===== src/rtl/core/did_pkg.sv =====
// did_pkg: shared types and codes for the delta instruction decoder
// used by the decode step, the result register and the top level
`default_nettype none
package did_pkg;

   localparam int unsigned ByteWidth   = 8;
   localparam int unsigned BaseWidth   = 32;
   localparam int unsigned SizeWidth   = 24;
   localparam int unsigned VarintWidth = 64;

   localparam logic [1:0] KindLiteral = 2'd0;
   localparam logic [1:0] KindCopy    = 2'd1;
   localparam logic [1:0] KindHeader  = 2'd2;
   localparam logic [1:0] KindError   = 2'd3;

   localparam logic [2:0] ErrNone      = 3'd0;
   localparam logic [2:0] ErrTruncated = 3'd1;
   localparam logic [2:0] ErrReserved  = 3'd2;
   localparam logic [2:0] ErrRange     = 3'd3;
   localparam logic [2:0] ErrVarint    = 3'd4;

   localparam logic [6:0] VarintShiftLimit = 7'd70;
   localparam logic [6:0] VarintStep       = 7'd7;
   localparam logic [SizeWidth-1:0] ZeroSizeCopy = 24'h010000;

   typedef struct packed {
      logic [1:0]             kind;
      logic [ByteWidth-1:0]   literal_byte;
      logic [BaseWidth-1:0]   copy_start;
      logic [SizeWidth-1:0]   copy_len;
      logic [VarintWidth-1:0] src_bytes;
      logic [VarintWidth-1:0] tgt_bytes;
      logic [2:0]             error_code;
      logic                   last;
   } rsp_type;

endpackage
`default_nettype wire


===== src/rtl/core/delta_instruction_decoder_core.sv =====
// delta_instruction_decoder_core: top level of the delta instruction decoder
// depends on did_pkg, did_decode and did_rsp_reg
`default_nettype none
// Takes one delta byte per beat and emits at most one result per byte: the
// header sizes, a copy command, a literal byte or an error. A byte is
// registered on entry, decoded in a single pass in the next cycle and its
// result lands in the output register, so one byte per clock is sustained
// while the output is free, and rsp_valid rises once that result is loaded.
// Bytes that cause no result still pass through the input register. base_length
// is written through csr_ and is used as is by every copy range check.
module delta_instruction_decoder_core (
   input  wire logic        clock,
   input  wire logic        reset,
   input  wire logic        csr_write_enable,
   input  wire logic [31:0] csr_write_data,
   input  wire logic        req_valid,
   output      logic        req_ready,
   input  wire logic [7:0]  req_delta_byte,
   input  wire logic        req_end_of_delta,
   output      logic        rsp_valid,
   input  wire logic        rsp_ready,
   output      logic [1:0]  rsp_kind,
   output      logic [7:0]  rsp_literal_byte,
   output      logic [31:0] rsp_copy_offset,
   output      logic [23:0] rsp_copy_size,
   output      logic [63:0] rsp_source_size,
   output      logic [63:0] rsp_target_size,
   output      logic [2:0]  rsp_error_code,
   output      logic        rsp_last
);

   logic [31:0]      base_length_ff;
   logic             in_valid_ff, in_valid_in;
   logic [7:0]       in_byte_ff;
   logic             in_end_ff;
   logic             slot_free;
   logic             advance;
   logic             has_result;
   did_pkg::rsp_type result;
   did_pkg::rsp_type rsp_data;

   assign advance   = in_valid_ff && slot_free;
   assign req_ready = !in_valid_ff || advance;

   always_comb begin
      in_valid_in = in_valid_ff && !advance;
      if (req_valid && req_ready) in_valid_in = 1'b1;
   end

   always_ff @(posedge clock) begin
      if (reset) begin
         base_length_ff <= '0;
         in_valid_ff    <= 1'b0;
      end else begin
         if (csr_write_enable) base_length_ff <= csr_write_data;
         in_valid_ff <= in_valid_in;
      end
   end

   always_ff @(posedge clock) begin
      if (req_valid && req_ready) begin
         in_byte_ff <= req_delta_byte;
         in_end_ff  <= req_end_of_delta;
      end
   end

   did_decode u_decode (
      .clock        (clock),
      .reset        (reset),
      .step         (advance),
      .delta_byte   (in_byte_ff),
      .end_of_delta (in_end_ff),
      .base_length  (base_length_ff),
      .has_result   (has_result),
      .result       (result)
   );

   did_rsp_reg u_rsp_reg (
      .clock     (clock),
      .reset     (reset),
      .load      (advance && has_result),
      .load_data (result),
      .slot_free (slot_free),
      .rsp_ready (rsp_ready),
      .rsp_valid (rsp_valid),
      .rsp_data  (rsp_data)
   );

   assign rsp_kind         = rsp_data.kind;
   assign rsp_literal_byte = rsp_data.literal_byte;
   assign rsp_copy_offset  = rsp_data.copy_start;
   assign rsp_copy_size    = rsp_data.copy_len;
   assign rsp_source_size  = rsp_data.src_bytes;
   assign rsp_target_size  = rsp_data.tgt_bytes;
   assign rsp_error_code   = rsp_data.error_code;
   assign rsp_last         = rsp_data.last;

endmodule
`default_nettype wire


===== src/rtl/core/did_decode.sv =====
// did_decode: per-beat decode of delta bytes, holds the parse state
// depends on did_pkg for the result struct and codes
`default_nettype none
module did_decode (
   input  wire logic                          clock,
   input  wire logic                          reset,
   input  wire logic                          step,
   input  wire logic [did_pkg::ByteWidth-1:0] delta_byte,
   input  wire logic                          end_of_delta,
   input  wire logic [did_pkg::BaseWidth-1:0] base_length,
   output      logic                          has_result,
   output      did_pkg::rsp_type              result
);

   typedef enum logic [2:0] {
      PH_SRC, PH_TGT, PH_CMD, PH_COPY, PH_INSERT, PH_DISCARD
   } phase_type;

   phase_type                         phase_ff, phase_in;
   logic [did_pkg::VarintWidth-1:0]   acc_ff, acc_in;
   logic [6:0]                        shift_ff, shift_in;
   logic [did_pkg::VarintWidth-1:0]   held_src_ff, held_src_in;
   logic [6:0]                        mask_ff, mask_in;
   logic [did_pkg::BaseWidth-1:0]     offset_ff, offset_in;
   logic [did_pkg::SizeWidth-1:0]     size_ff, size_in;
   logic [6:0]                        remain_ff, remain_in;

   logic [did_pkg::VarintWidth-1:0]   acc_next;
   logic [2:0]                        idx;
   logic [2:0]                        err;
   logic [did_pkg::SizeWidth-1:0]     eff_size;
   logic [did_pkg::BaseWidth:0]       copy_end;
   logic                              finish;
   logic [did_pkg::BaseWidth-1:0]     fin_offset;
   logic [did_pkg::SizeWidth-1:0]     fin_size;
   did_pkg::rsp_type                  res;
   logic                              res_valid;

   assign acc_next = acc_ff
      | ({{(did_pkg::VarintWidth-7){1'b0}}, delta_byte[6:0]} << shift_ff[5:0]);

   // lowest pending operand byte
   always_comb begin
      idx = 3'd0;
      for (int i = 6; i >= 0; i--) begin
         if (mask_ff[i]) begin
            idx = 3'(i);
         end
      end
   end

   always_comb begin
      phase_in    = phase_ff;
      acc_in      = acc_ff;
      shift_in    = shift_ff;
      held_src_in = held_src_ff;
      mask_in     = mask_ff;
      offset_in   = offset_ff;
      size_in     = size_ff;
      remain_in   = remain_ff;
      err         = did_pkg::ErrNone;
      finish      = 1'b0;
      fin_offset  = offset_ff;
      fin_size    = size_ff;
      res         = '0;
      res_valid   = 1'b0;

      case (phase_ff)
         PH_SRC, PH_TGT: begin
            if (shift_ff >= did_pkg::VarintShiftLimit) begin
               err = did_pkg::ErrVarint;
            end else begin
               acc_in   = acc_next;
               shift_in = shift_ff + did_pkg::VarintStep;
               if (delta_byte[7]) begin
                  if (end_of_delta) err = did_pkg::ErrTruncated;
               end else if (phase_ff == PH_SRC) begin
                  held_src_in = acc_next;
                  acc_in      = '0;
                  shift_in    = '0;
                  phase_in    = PH_TGT;
                  if (end_of_delta) err = did_pkg::ErrTruncated;
               end else begin
                  res.kind      = did_pkg::KindHeader;
                  res.src_bytes = held_src_ff;
                  res.tgt_bytes = acc_next;
                  res.last      = end_of_delta;
                  res_valid     = 1'b1;
                  acc_in        = '0;
                  shift_in      = '0;
                  phase_in      = PH_CMD;
               end
            end
         end
         PH_CMD: begin
            if (delta_byte[7]) begin
               mask_in    = delta_byte[6:0];
               offset_in  = '0;
               size_in    = '0;
               fin_offset = '0;
               fin_size   = '0;
               if (delta_byte[6:0] == 7'd0) begin
                  finish = 1'b1;
               end else if (end_of_delta) begin
                  err = did_pkg::ErrTruncated;
               end else begin
                  phase_in = PH_COPY;
               end
            end else if (delta_byte != '0) begin
               remain_in = delta_byte[6:0];
               if (end_of_delta) err = did_pkg::ErrTruncated;
               else phase_in = PH_INSERT;
            end else begin
               err = did_pkg::ErrReserved;
            end
         end
         PH_COPY: begin
            case (idx)
               3'd0: fin_offset[7:0]   = delta_byte;
               3'd1: fin_offset[15:8]  = delta_byte;
               3'd2: fin_offset[23:16] = delta_byte;
               3'd3: fin_offset[31:24] = delta_byte;
               3'd4: fin_size[7:0]     = delta_byte;
               3'd5: fin_size[15:8]    = delta_byte;
               3'd6: fin_size[23:16]   = delta_byte;
               default: ;
            endcase
            offset_in = fin_offset;
            size_in   = fin_size;
            mask_in   = mask_ff & ~(7'd1 << idx);
            if (mask_in == 7'd0) begin
               finish = 1'b1;
            end else if (end_of_delta) begin
               err = did_pkg::ErrTruncated;
            end
         end
         PH_INSERT: begin
            if (remain_ff > 7'd1 && end_of_delta) begin
               err = did_pkg::ErrTruncated;
            end else begin
               res.kind         = did_pkg::KindLiteral;
               res.literal_byte = delta_byte;
               res.last         = end_of_delta;
               res_valid        = 1'b1;
               remain_in        = remain_ff - 7'd1;
               if (remain_in == 7'd0) phase_in = PH_CMD;
            end
         end
         default: ;
      endcase

      eff_size = (fin_size == '0) ? did_pkg::ZeroSizeCopy : fin_size;
      copy_end = {1'b0, fin_offset} + {{(did_pkg::BaseWidth+1-did_pkg::SizeWidth){1'b0}},
                 eff_size};
      if (finish) begin
         phase_in = PH_CMD;
         if (copy_end > {1'b0, base_length}) begin
            err = did_pkg::ErrRange;
         end else begin
            res.kind       = did_pkg::KindCopy;
            res.copy_start = fin_offset;
            res.copy_len   = eff_size;
            res.last       = end_of_delta;
            res_valid      = 1'b1;
         end
      end

      if (err != did_pkg::ErrNone || end_of_delta) begin
         phase_in    = PH_SRC;
         acc_in      = '0;
         shift_in    = '0;
         held_src_in = '0;
         mask_in     = '0;
         offset_in   = '0;
         size_in     = '0;
         remain_in   = '0;
      end
      if (err != did_pkg::ErrNone) begin
         res            = '0;
         res.kind       = did_pkg::KindError;
         res.error_code = err;
         res.last       = 1'b1;
         res_valid      = 1'b1;
         if (!end_of_delta) phase_in = PH_DISCARD;
      end
   end

   always_ff @(posedge clock) begin
      if (reset) begin
         phase_ff    <= PH_SRC;
         acc_ff      <= '0;
         shift_ff    <= '0;
         held_src_ff <= '0;
         mask_ff     <= '0;
         offset_ff   <= '0;
         size_ff     <= '0;
         remain_ff   <= '0;
      end else if (step) begin
         phase_ff    <= phase_in;
         acc_ff      <= acc_in;
         shift_ff    <= shift_in;
         held_src_ff <= held_src_in;
         mask_ff     <= mask_in;
         offset_ff   <= offset_in;
         size_ff     <= size_in;
         remain_ff   <= remain_in;
      end
   end

   assign has_result = res_valid;
   assign result     = res;

endmodule
`default_nettype wire


===== src/rtl/core/did_rsp_reg.sv =====
// did_rsp_reg: result register on the rsp side of the decoder
// depends on did_pkg for the result struct
`default_nettype none
module did_rsp_reg (
   input  wire logic              clock,
   input  wire logic              reset,
   input  wire logic              load,
   input  wire did_pkg::rsp_type  load_data,
   output      logic              slot_free,
   input  wire logic              rsp_ready,
   output      logic              rsp_valid,
   output      did_pkg::rsp_type  rsp_data
);

   logic             valid_ff, valid_in;
   did_pkg::rsp_type data_ff;

   assign slot_free = !valid_ff || rsp_ready;

   always_comb begin
      valid_in = valid_ff && !rsp_ready;
      if (load) valid_in = 1'b1;
   end

   always_ff @(posedge clock) begin
      if (reset) begin
         valid_ff <= 1'b0;
      end else begin
         valid_ff <= valid_in;
      end
   end

   always_ff @(posedge clock) begin
      if (load) begin
         data_ff <= load_data;
      end
   end

   assign rsp_valid = valid_ff;
   assign rsp_data  = data_ff;

endmodule
`default_nettype wire

===== config.mk =====
export PLATFORM = sky130hd
export DESIGN_NAME = delta_instruction_decoder_core
export DESIGN_NICKNAME = d
export VERILOG_FILES = /design/src/rtl/core/did_pkg.sv /design/src/rtl/core/delta_instruction_decoder_core.sv /design/src/rtl/core/did_decode.sv /design/src/rtl/core/did_rsp_reg.sv
export SDC_FILE = /design/constraint.sdc
export NUM_CORES = 1
export LEC_CHECK = 0
export BUFFER_PORTS_ARGS = -buffer_cell sky130_fd_sc_hd__buf_2
export CAP_MARGIN = 5
export CORE_MARGIN = 2
export CORE_UTILIZATION = 30
export DETAILED_ROUTE_END_ITERATION = 10
export GPL_ROUTABILITY_DRIVEN = 0
export HOLD_SLACK_MARGIN = 0.08
export SLEW_MARGIN = 20
export SYNTH_ARGS = -nofsm -noshare
export SYNTH_HDL_FRONTEND = slang
export SYNTH_SLANG_ARGS = --single-unit

===== constraint.sdc =====
create_clock -name clock -period 37.7 [get_ports clock]
set_clock_uncertainty 0.2 [all_clocks]
set_input_delay 7.54 -clock clock [delete_from_list [all_inputs] [get_ports clock]]
set_output_delay 7.54 -clock clock [all_outputs]
set_load 0.1 [all_outputs]

==> results of run 1 <==
[kinds of logic (layout without fill, tap and decap cells)]
| kind of cell | after synthesis | count (layout) | synth area share |
|---|---|---|---|
| multiplexers | 47 | 47 | 0.0250 |
| buffers and inverters | 267 | 502 | 0.0515 |
| XOR/XNOR | 32 | 32 | 0.0140 |
| AND/OR/NAND/NOR | 652 | 652 | 0.149 |
| adder cells (fa/ha/maj) | 63 | 63 | 0.0395 |
| flip-flops | 449 | 449 | 0.551 |
| AO/OA/AOI/OAI | 503 | 503 | 0.169 |
[through the flow]
step	instance area (um^2)	worst slack (ps)	total power, uW	cells
floorplan	20100	20270	626	2013
global placement	22100	21760	655	3018
detailed placement	22100	21750	657	3018
CTS	23700	21750	1140	3110
global route	23800	21710	1170	3112
finish	23800	21750	1130	3112
[power by group]
group          internal (uW)  switching (uW)
clock                    275             204
combinational           21.8            98.4
sequential               519            7.72
total                    816             310
[worst min-delay path, delay by kind of cell, from the launching register on]
kind / cells / cell delay [ps]
AND/OR/NAND/NOR: 1 / 50
flip-flops: 1 / 300
AO/OA/AOI/OAI: 1 / 50
[cell usage in the layout, fill, tap and decap left out, drive strengths merged, types with 13 or more instances in the layout]
| cell | count |
|---|---|
| inv | 141 |
| mux2i | 40 |
| clkbuf | 70 |
| nor2 | 300 |
| nand4 | 13 |
| nand2 | 132 |
| or3 | 18 |
| edfxtp | 207 |
| xnor2 | 21 |
| a31oi | 56 |
| dfxtp | 242 |
| a21oi | 124 |
| o32ai | 65 |
| buf | 271 |
| nor2b | 40 |
| nor3 | 25 |
| clkinv | 17 |
| nand3 | 37 |
| and2 | 21 |
| a211oi | 13 |
| o21ai | 96 |
| ha | 61 |
| a22o | 48 |
[layer usage]
metal	track usage	vias to the layer above	wire [um]
met4	0.0499	0	1530
met5	0	-	0
met2	0.278	578	28200
met3	0.0275	100	3560
li1	-	7644	-
met1	0.218	7650	25600
[cell type report]
type,count,area (um^2),share of cell area
Timing Repair Buffer,272,1460,0.0616
Clock inverter,23,265,0.0112
Inverter,138,518,0.0218
Multi-Input combinational cell,1297,8030,0.338
Clock buffer,69,1350,0.0569
Tap cell,864,1080,0.0455
Sequential cell,449,11100,0.465
[worst max-delay path by stage]
stage	start	to	slack (ps)	cells after the start
2_1_floorplan	rsp_ready	u_rsp_reg.rsp_data[0]	20270	5
3_3_place_gp	rsp_ready	req_ready	21760	3
3_5_place_dp	rsp_ready	req_ready	21750	3
4_1_cts	rsp_ready	req_ready	21750	3
5_1_grt	rsp_ready	req_ready	21710	3
6_report	rsp_ready	req_ready	21750	3
[state kept, by name, indices dropped and copies added, names as in the netlist]
signal,count
u_decode.offset_ff,32
u_rsp_reg.rsp_valid,1
in_valid_ff,1
u_decode.shift_ff,7
base_length_ff,32
u_decode.phase_ff,3
u_decode.acc_ff,64
u_decode.size_ff,24
u_decode.held_src_ff,64
in_end_ff,1
u_rsp_reg.rsp_data,198
in_byte_ff,8
u_decode.mask_ff,7
u_decode.remain_ff,7
==> results.md, run 1 <==
* Status: finished clean
* Layout cells sized above 1 at 0.167
* Clock Tree Root: clkbuf_16
* DR vias/cell at 5.13
* DRC viols at 0
* Arrival time at the worst endpoint at 8210 ps
* Critical Path Sink Type: output port
* CTS Buf Count at 49
* HPWL after DPL at 40.0 mm
* Clock Pin Slew Worst Setup and Hold Paths at 60 ps
* Most frequent cell after synthesis: nor2_1
* Initial Util at 0.304
* Largest net degree at the start of global routing at 199
* Post-DRT Antenna Nets at 0
* Routed wire length at 58.9 mm
* Nets at 2315
* Critical Path Start Type: input pin
* Initial DRC Count at 1465
* Final period util at 0.423
* Fin crit period at 15950 ps
* Pins Over Slew Limit at 0
* Mapped Nets at 2121
* Area fraction of the dominant cell type after synthesis at 0.310
* CTS Buffer Depth at 3
* Synth cell count leaders: 300 x nor2_1, 242 x dfxtp_1, 207 x edfxtp_1, 135 x inv_1, 132 x nand2_1
* Initial antenna violation count at 0
* Final Setup Violations at 0
* R2R setup slack at 28630 ps
* Horiz. Die Dim at 263 um
* Vias in the first global route at 15400
* Post-synth EDFFs at 207
* # rows at 94
* IO Pins at 246
* Pwr Density at 47.3 nW/um^2
* Filler cells at 6585
* Total iterations of the first detailed-routing run at 5
* Register bit count reported by yosys at 449
* CP max stage delay at 440 ps
* Hold endpoint: u_decode.size_ff[2]
* Sequential element share of the synthesized area at 0.551
* Top cells by area in the synthesized netlist: edfxtp_1 31%, dfxtp_1 24%, nor2_1 5.6%, ha_1 3.8%, a21oi_1 3.1%
* Reg2reg end: u_decode.acc_ff[60]
* Post-cts resize count at 0
* Avg Synthesized Cell Area at 9.97 um^2
* WP buf/inv at 2
* Final Hold Viols at 0
* RSZ-0062 raised after global routing: no
* Relative slew margins at 0.264
* Synth area leader: edfxtp_1
* Setup TNS at 0 ps
* Synth warnings at 0
* Slowest-stage cell, CP: buf_2
* Via count at 16000
* Die area at 69000 um^2
* Core box area at 66000 um^2
* CP cell instances: buf_2 -> nand3b_1 -> buf_2
* CP top delay family: buffers and inverters
* CP dominant cell by count: buf_2
* CTS tree: done
* Clock Latency Late Sink at 610 ps
* Achievable frequency at 62.7 MHz
* Fin util at 0.360
* DR WL/cell at 18.9 um
* ANT cells at 0
* Setup CP Type: in -> out
* Measured slew at the worst slew-check pin at 1100 ps
* Required @ worst endpoint at 29960 ps
* Syn Std Cell Area at 20100 um^2
* Top FF cell, synth: dfxtp_1
* GRT Total Usage at 0.166
* Post-CTS setup buffer count at 0
* Port-buffer cells at 245
* Min-delay src: u_decode.size_ff[2]
* Die Ht at 263 um
* Max-cap violations at 0
* Worst hold path type: reg -> reg
* Sinks on Clock Net at 449
* Hold-fix buffers, CTS at 0
* Crit path max fanout at 3
* Worst Reg2Reg Path Length in Cells at 24
* Max H-tree Level at 2
* Peak supply drop at 0.0000321 V
* Leak at 0.00875 uW
* Area grow syn2layout at 18.5%
* Ys async rst share at 0
* Post-synthesis cell count at 2013
* Worst r2r src: u_decode.phase_ff[0]
* First-pass GRT wire length at 90.5 mm
* Hold depth at 2
* Final hold slack at 252 ps
* Total grt overflow at 0
* Synth unique cells at 75
No activity file was read; power rests on OpenSTA's default activity.
==> run 2: changes to the inputs <==
Clock period 37.7 ns to 13.03 ns, I/O delays scaled along.
==> run 2 against run 1 <==
Compared with the run above: count of clock-buffer cells in the layout decreased by 10; cell area about the same; largest power group unchanged; sequential share of layout area about the same.
==> results.md, run 2 (synthesized netlist as in run 1, its figures left out) <==
* Status: finished clean
* Comb power frac at 0.105
* FF+latch area at 11100 um^2
* CP max stage delay at 990 ps
* First-pass GRT wire length at 90.8 mm
* Most common cell after layout, fill and taps aside: nor2_1
* Max-cap violations at 0
* Clock Pin Slew Worst Setup and Hold Paths at 60 ps
* Switching share of total power at 0.273
* GRT Total Usage at 0.167
* Routed wire length at 59.8 mm
* Setup ws final at 3460 ps
* Hold-fix buffers, CTS at 0
* Critical Path Start Type: flop
* HPWL after DPL at 41.0 mm
* Worst Reg2Reg Path Length in Cells at 25
* Post-cts resize count at 0
* Total grt overflow at 0
* Filler cells at 6606
* Slowest-stage cell, CP: nor4bb_1
* Min-delay src: u_decode.size_ff[2]
* Pint at 2400 uW
* Setup TNS at 0 ps
* Seq pwr share at 0.462
* Most frequent cells in the layout: 296 x nor2_1, 244 x buf_2, 242 x dfxtp_1, 207 x edfxtp_1, 135 x inv_1
* Placed Instance Area at 22100 um^2
* DR WL/cell at 19.2 um
* # rows at 94
* Via count at 16000
* Max H-tree Level at 2
* Total iterations of the first detailed-routing run at 6
* RSZ-0062 raised after global routing: no
* Hold endpoint: u_decode.size_ff[2]
* Max FFs per register at 198
* Sinks on Clock Net at 449
* Pwr Density at 139 nW/um^2
* Vias in the first global route at 15300
* P_sw at 900 uW
* ANT cells at 0
* CTS tree: done
* Arrival time at the worst endpoint at 9870 ps
* Initial antenna violation count at 1
* Pre-CTS setup slack at 3590 ps
* Die Ht at 263 um
* Post-CTS setup buffer count at 0
* Required @ worst endpoint at 13320 ps
* Horiz. Die Dim at 263 um
* Post-DRT Antenna Nets at 0
* Core box area at 66000 um^2
* Peak supply drop at 0.0000793 V
* Multi-input logic area at 8040 um^2
* R2R setup slack at 3460 ps
* Clock Tree Root: clkbuf_16
* DR vias/cell at 5.15
* Pins Over Slew Limit at 0
* Final Hold Viols at 0
* Final period util at 0.735
* Measured slew at the worst slew-check pin at 1130 ps
* Clock power frac at 0.433
* Die area at 69000 um^2
* Area grow syn2layout at 18.6%
* Layout cells sized above 1 at 0.167
* Clock Latency Late Sink at 610 ps
* Initial DRC Count at 1833
* IO Pins at 246
* Achievable frequency at 104 MHz
* Worst hold path type: reg -> reg
* Setup CP Type: reg -> reg
* Critical Path Sink Type: flop
* DRC viols at 0
* Hold depth at 2
* Leak at 0.00876 uW
* Initial Util at 0.304
* Relative slew margins at 0.246
* Port-buffer cells at 245
* Final Setup Violations at 0
* Worst r2r src: u_decode.phase_ff[0]
* Fin crit period at 9570 ps
* Nets at 2310
* Reg2reg end: u_decode.acc_ff[59]
* CTS Buffer Depth at 3
* Largest net degree at the start of global routing at 199
* CTS Buf Count at 49
* Crit path max fanout at 40
* Final instance area at 23800 um^2
run 2: cell count changes in the layout (fill, tap and decap cells not counted), sizes merged:
cell,change
clkinvlp,+1
buf,-5
clkinv,+11
bufinv,+3
inv,-5
clkbuf,-10
run 2: worst max-delay path: cells and delay by family, from the launching register on:
| family | cells | cell delay (ps) |
|---|---|---|
| xor gates and xnor gates | 1 | 190 |
| adders and majority gates | 2 | 550 |
| buffers and inverters | 1 | 70 |
| DFF | 1 | 670 |
| and+or+nand+nor | 14 | 4920 |
| AOI/OAI and AO/OA | 7 | 2830 |
run 2: how the worst max path moves through the flow:
stage / startpoint / to / depth (start not counted)
4_1_cts: u_decode.phase_ff[0] / u_decode.acc_ff[59] / 25
3_5_place_dp: u_decode.phase_ff[0] / u_decode.acc_ff[26] / 25
6_report: u_decode.phase_ff[0] / u_decode.acc_ff[59] / 25
2_1_floorplan: rsp_ready / u_rsp_reg.rsp_data[0] / 5
5_1_grt: u_decode.phase_ff[0] / u_decode.acc_ff[26] / 25
3_3_place_gp: u_decode.phase_ff[0] / u_decode.acc_ff[7] / 25
run 2: power groups by stage:
stage,combinational [uW],sequential (uW),clock (uW)
2_1_floorplan,127,1680,0
3_3_place_gp,343,1550,0
3_5_place_dp,347,1550,0
4_1_cts,348,1520,1460
5_1_grt,366,1530,1520
6_report,348,1520,1430
run 2: cell type report:
cell class | count | share of cell area
clock inverter | 33 | 0.0157
inverter | 138 | 0.0218
multi-input combinational | 1297 | 0.338
tap | 864 | 0.0454
sequential | 449 | 0.465
timing repair buffer | 267 | 0.0600
clock buffer | 59 | 0.0544
run 2: layer usage:
layer	GRT usage	vias up	part of all wire
met5	0	-	0.00018
met3	0.0283	102	0.062
met4	0.0520	2	0.029
met1	0.222	7684	0.44
li1	-	7624	-
met2	0.279	601	0.47
run 2: metrics by stage:
| step | cells | total power, uW | hold slack, ps | utilization |
|---|---|---|---|---|
| floorplan | 2013 | 1810 | 219 | - |
| global placement | 3013 | 1900 | 237 | 0.335 |
| detailed placement | 3013 | 1900 | 243 | 0.335 |
| CTS | 3105 | 3330 | 252 | 0.360 |
| global route | 3107 | 3420 | 268 | 0.361 |
| finish | 3107 | 3300 | 252 | 0.361 |
==> run 3: changes to the inputs <==
Clock period 13.03 ns to 8.2 ns, I/O delays scaled along.
==> run 3 against run 2 <==
Compared with the run above: power is 60% higher; first-iteration DRC count down 8.4%; core utilization up 0.56 points; hold slack got worse by 4.6 ps; sequential share of layout area decreased by 0.71 points; die area is the same; critical path depth is 1 higher; count of clock-buffer cells in the layout increased by 3; global-route usage increased by 0.43 points; fmax up 22%; cell area up 1.6%.
==> results.md, run 3 (synthesized netlist as in run 1, its figures left out) <==
* Critical Path Start Type: flop
* Post-cts resize count at 0
* DR vias/cell at 5.22
* DRC viols at 0
* Setup TNS at 0 ps
* Relative slew margins at 0.279
* HPWL after DPL at 43.1 mm
* Die Ht at 263 um
* Arrival time at the worst endpoint at 8160 ps
* Leak at 0.00896 uW
* Hold-fix buffers, CTS at 0
* Total grt overflow at 0
* Clock Pin Slew Worst Setup and Hold Paths at 60 ps
* Filler cells at 6591
* Status: finished clean
* Fin crit period at 7820 ps
* Final Setup Violations at 0
* Port-buffer cells at 245
* Comb power frac at 0.107
* Measured slew at the worst slew-check pin at 1080 ps
* Worst hold path type: reg -> reg
* CTS Buf Count at 49
* Vias in the first global route at 15700
* Peak supply drop at 0.000136 V
* Total iterations of the first detailed-routing run at 6
* Crit path max fanout at 18
* CTS tree: done
* First-pass GRT wire length at 93.4 mm
* Largest net degree at the start of global routing at 123
* Pint at 3820 uW
* Area grow syn2layout at 20.4%
* Pins Over Slew Limit at 0
* Final Total Pwr at 5270 uW
* Horiz. Die Dim at 263 um
* Most common cell after layout, fill and taps aside: nor2_1
* CTS Buffer Depth at 3
* DR WL/cell at 19.6 um
* Initial antenna violation count at 0
* Worst Reg2Reg Path Length in Cells at 26
* Clock Latency Late Sink at 610 ps
* Max FFs per register at 198
* P_sw at 1450 uW
* Final period util at 0.954
* Via count at 16400
* Final hold slack at 247 ps
* Initial Util at 0.304
* Clock Tree Root: clkbuf_16
* Most frequent cells in the layout: 296 x nor2_1, 244 x buf_2, 242 x dfxtp_1, 207 x edfxtp_1, 135 x inv_1
* Post-DRT Antenna Nets at 0
* Final Hold Viols at 0
* Initial DRC Count at 1679
* Layout cells sized above 1 at 0.183
* Sinks on Clock Net at 449
* Achievable frequency at 128 MHz
* Core box area at 66000 um^2
* Die area at 69000 um^2
* Max-cap violations at 0
* Switching share of total power at 0.274
* RSZ-0062 raised after global routing: no
* Setup CP Type: reg -> reg
* # rows at 94
* Routed wire length at 61.6 mm
* IO Pins at 246
* ANT cells at 0
* Required @ worst endpoint at 8530 ps
* Seq pwr share at 0.460
* Critical Path Sink Type: flop
* Post-CTS setup buffer count at 0
* Pwr Density at 218 nW/um^2
* Hold depth at 2
* Max H-tree Level at 2
* Nets at 2352
* GRT Total Usage at 0.172
* Clock power frac at 0.433
## run 3: cell count changes in the layout (fill, tap and decap cells not counted), sizes merged
cell	delta
buf	+40
clkbuf	+2
clkinv	-6
clkinvlp	+1
inv	+2
nor2	+3
## run 3: area by class of cell
cell class	instances	area, um^2	share of cell area
tap	864	1080	0.0447
multi-input combinational	1300	8080	0.335
clock buffer	62	1310	0.0540
inverter	138	518	0.0214
clock inverter	30	375	0.0155
sequential	449	11100	0.458
timing repair buffer	306	1740	0.0719
## run 3: path summary, 6_finish.rpt
kind / startpoint / to / slack, ps
worst max-delay path: u_decode.mask_ff[1] / u_decode.shift_ff[4] / 380
worst min-delay path: u_decode.acc_ff[17] / u_decode.acc_ff[17] / 250
worst max register to register: u_decode.mask_ff[1] / u_decode.shift_ff[4] / 380
worst min register to register: u_decode.acc_ff[17] / u_decode.acc_ff[17] / 250
## run 3: per-layer routing
metal  vias to the layer above  wire length (um)  GRT usage
met1                      7879             26300      0.224
met2                       724             29000      0.285
met4                         0              2180     0.0651
li1                       7697                 -          -
met5                         -                 0          0
met3                       133              4210     0.0275
## run 3: worst max-delay path, stage by stage (launching register included)
cell	delay, ps
dfxtp_1	390
or4_4	610
nor3_1	290
o211ai_1	170
buf_4	220
o21ai_1	530
nor4bb_1	150
nand4_1	170
nand2_1	80
ha_1	380
and3_1	200
and3_1	160
a31oi_1	140
o311a_1	390
or3_1	440
nor4_1	280
xnor2_1	170
ha_1	290
a21oi_1	200
nand2_1	100
a2111oi_0	370
nor4bb_2	380
buf_4	190
nor3_1	60
or4_4	550
or4_1	500
a31oi_1	170
## run 3: power groups by stage
stage	Clock [uW]	Sequential, uW	Combinational, uW
6_report	2280	2420	565
5_1_grt	2420	2430	593
4_1_cts	2330	2420	560
3_5_place_dp	0	2470	559
3_3_place_gp	0	2470	554
2_1_floorplan	0	2670	202
## run 3: through the flow
step	std cells	util	worst slack [ps]	area, um^2
CTS	3146	0.365	76.0	24100
floorplan	2013	-	40.9	20100
detailed placement	3054	0.340	86.3	22400
finish	3149	0.366	377	24200
global placement	3054	0.340	318	22400
global route	3149	0.366	13.6	24200
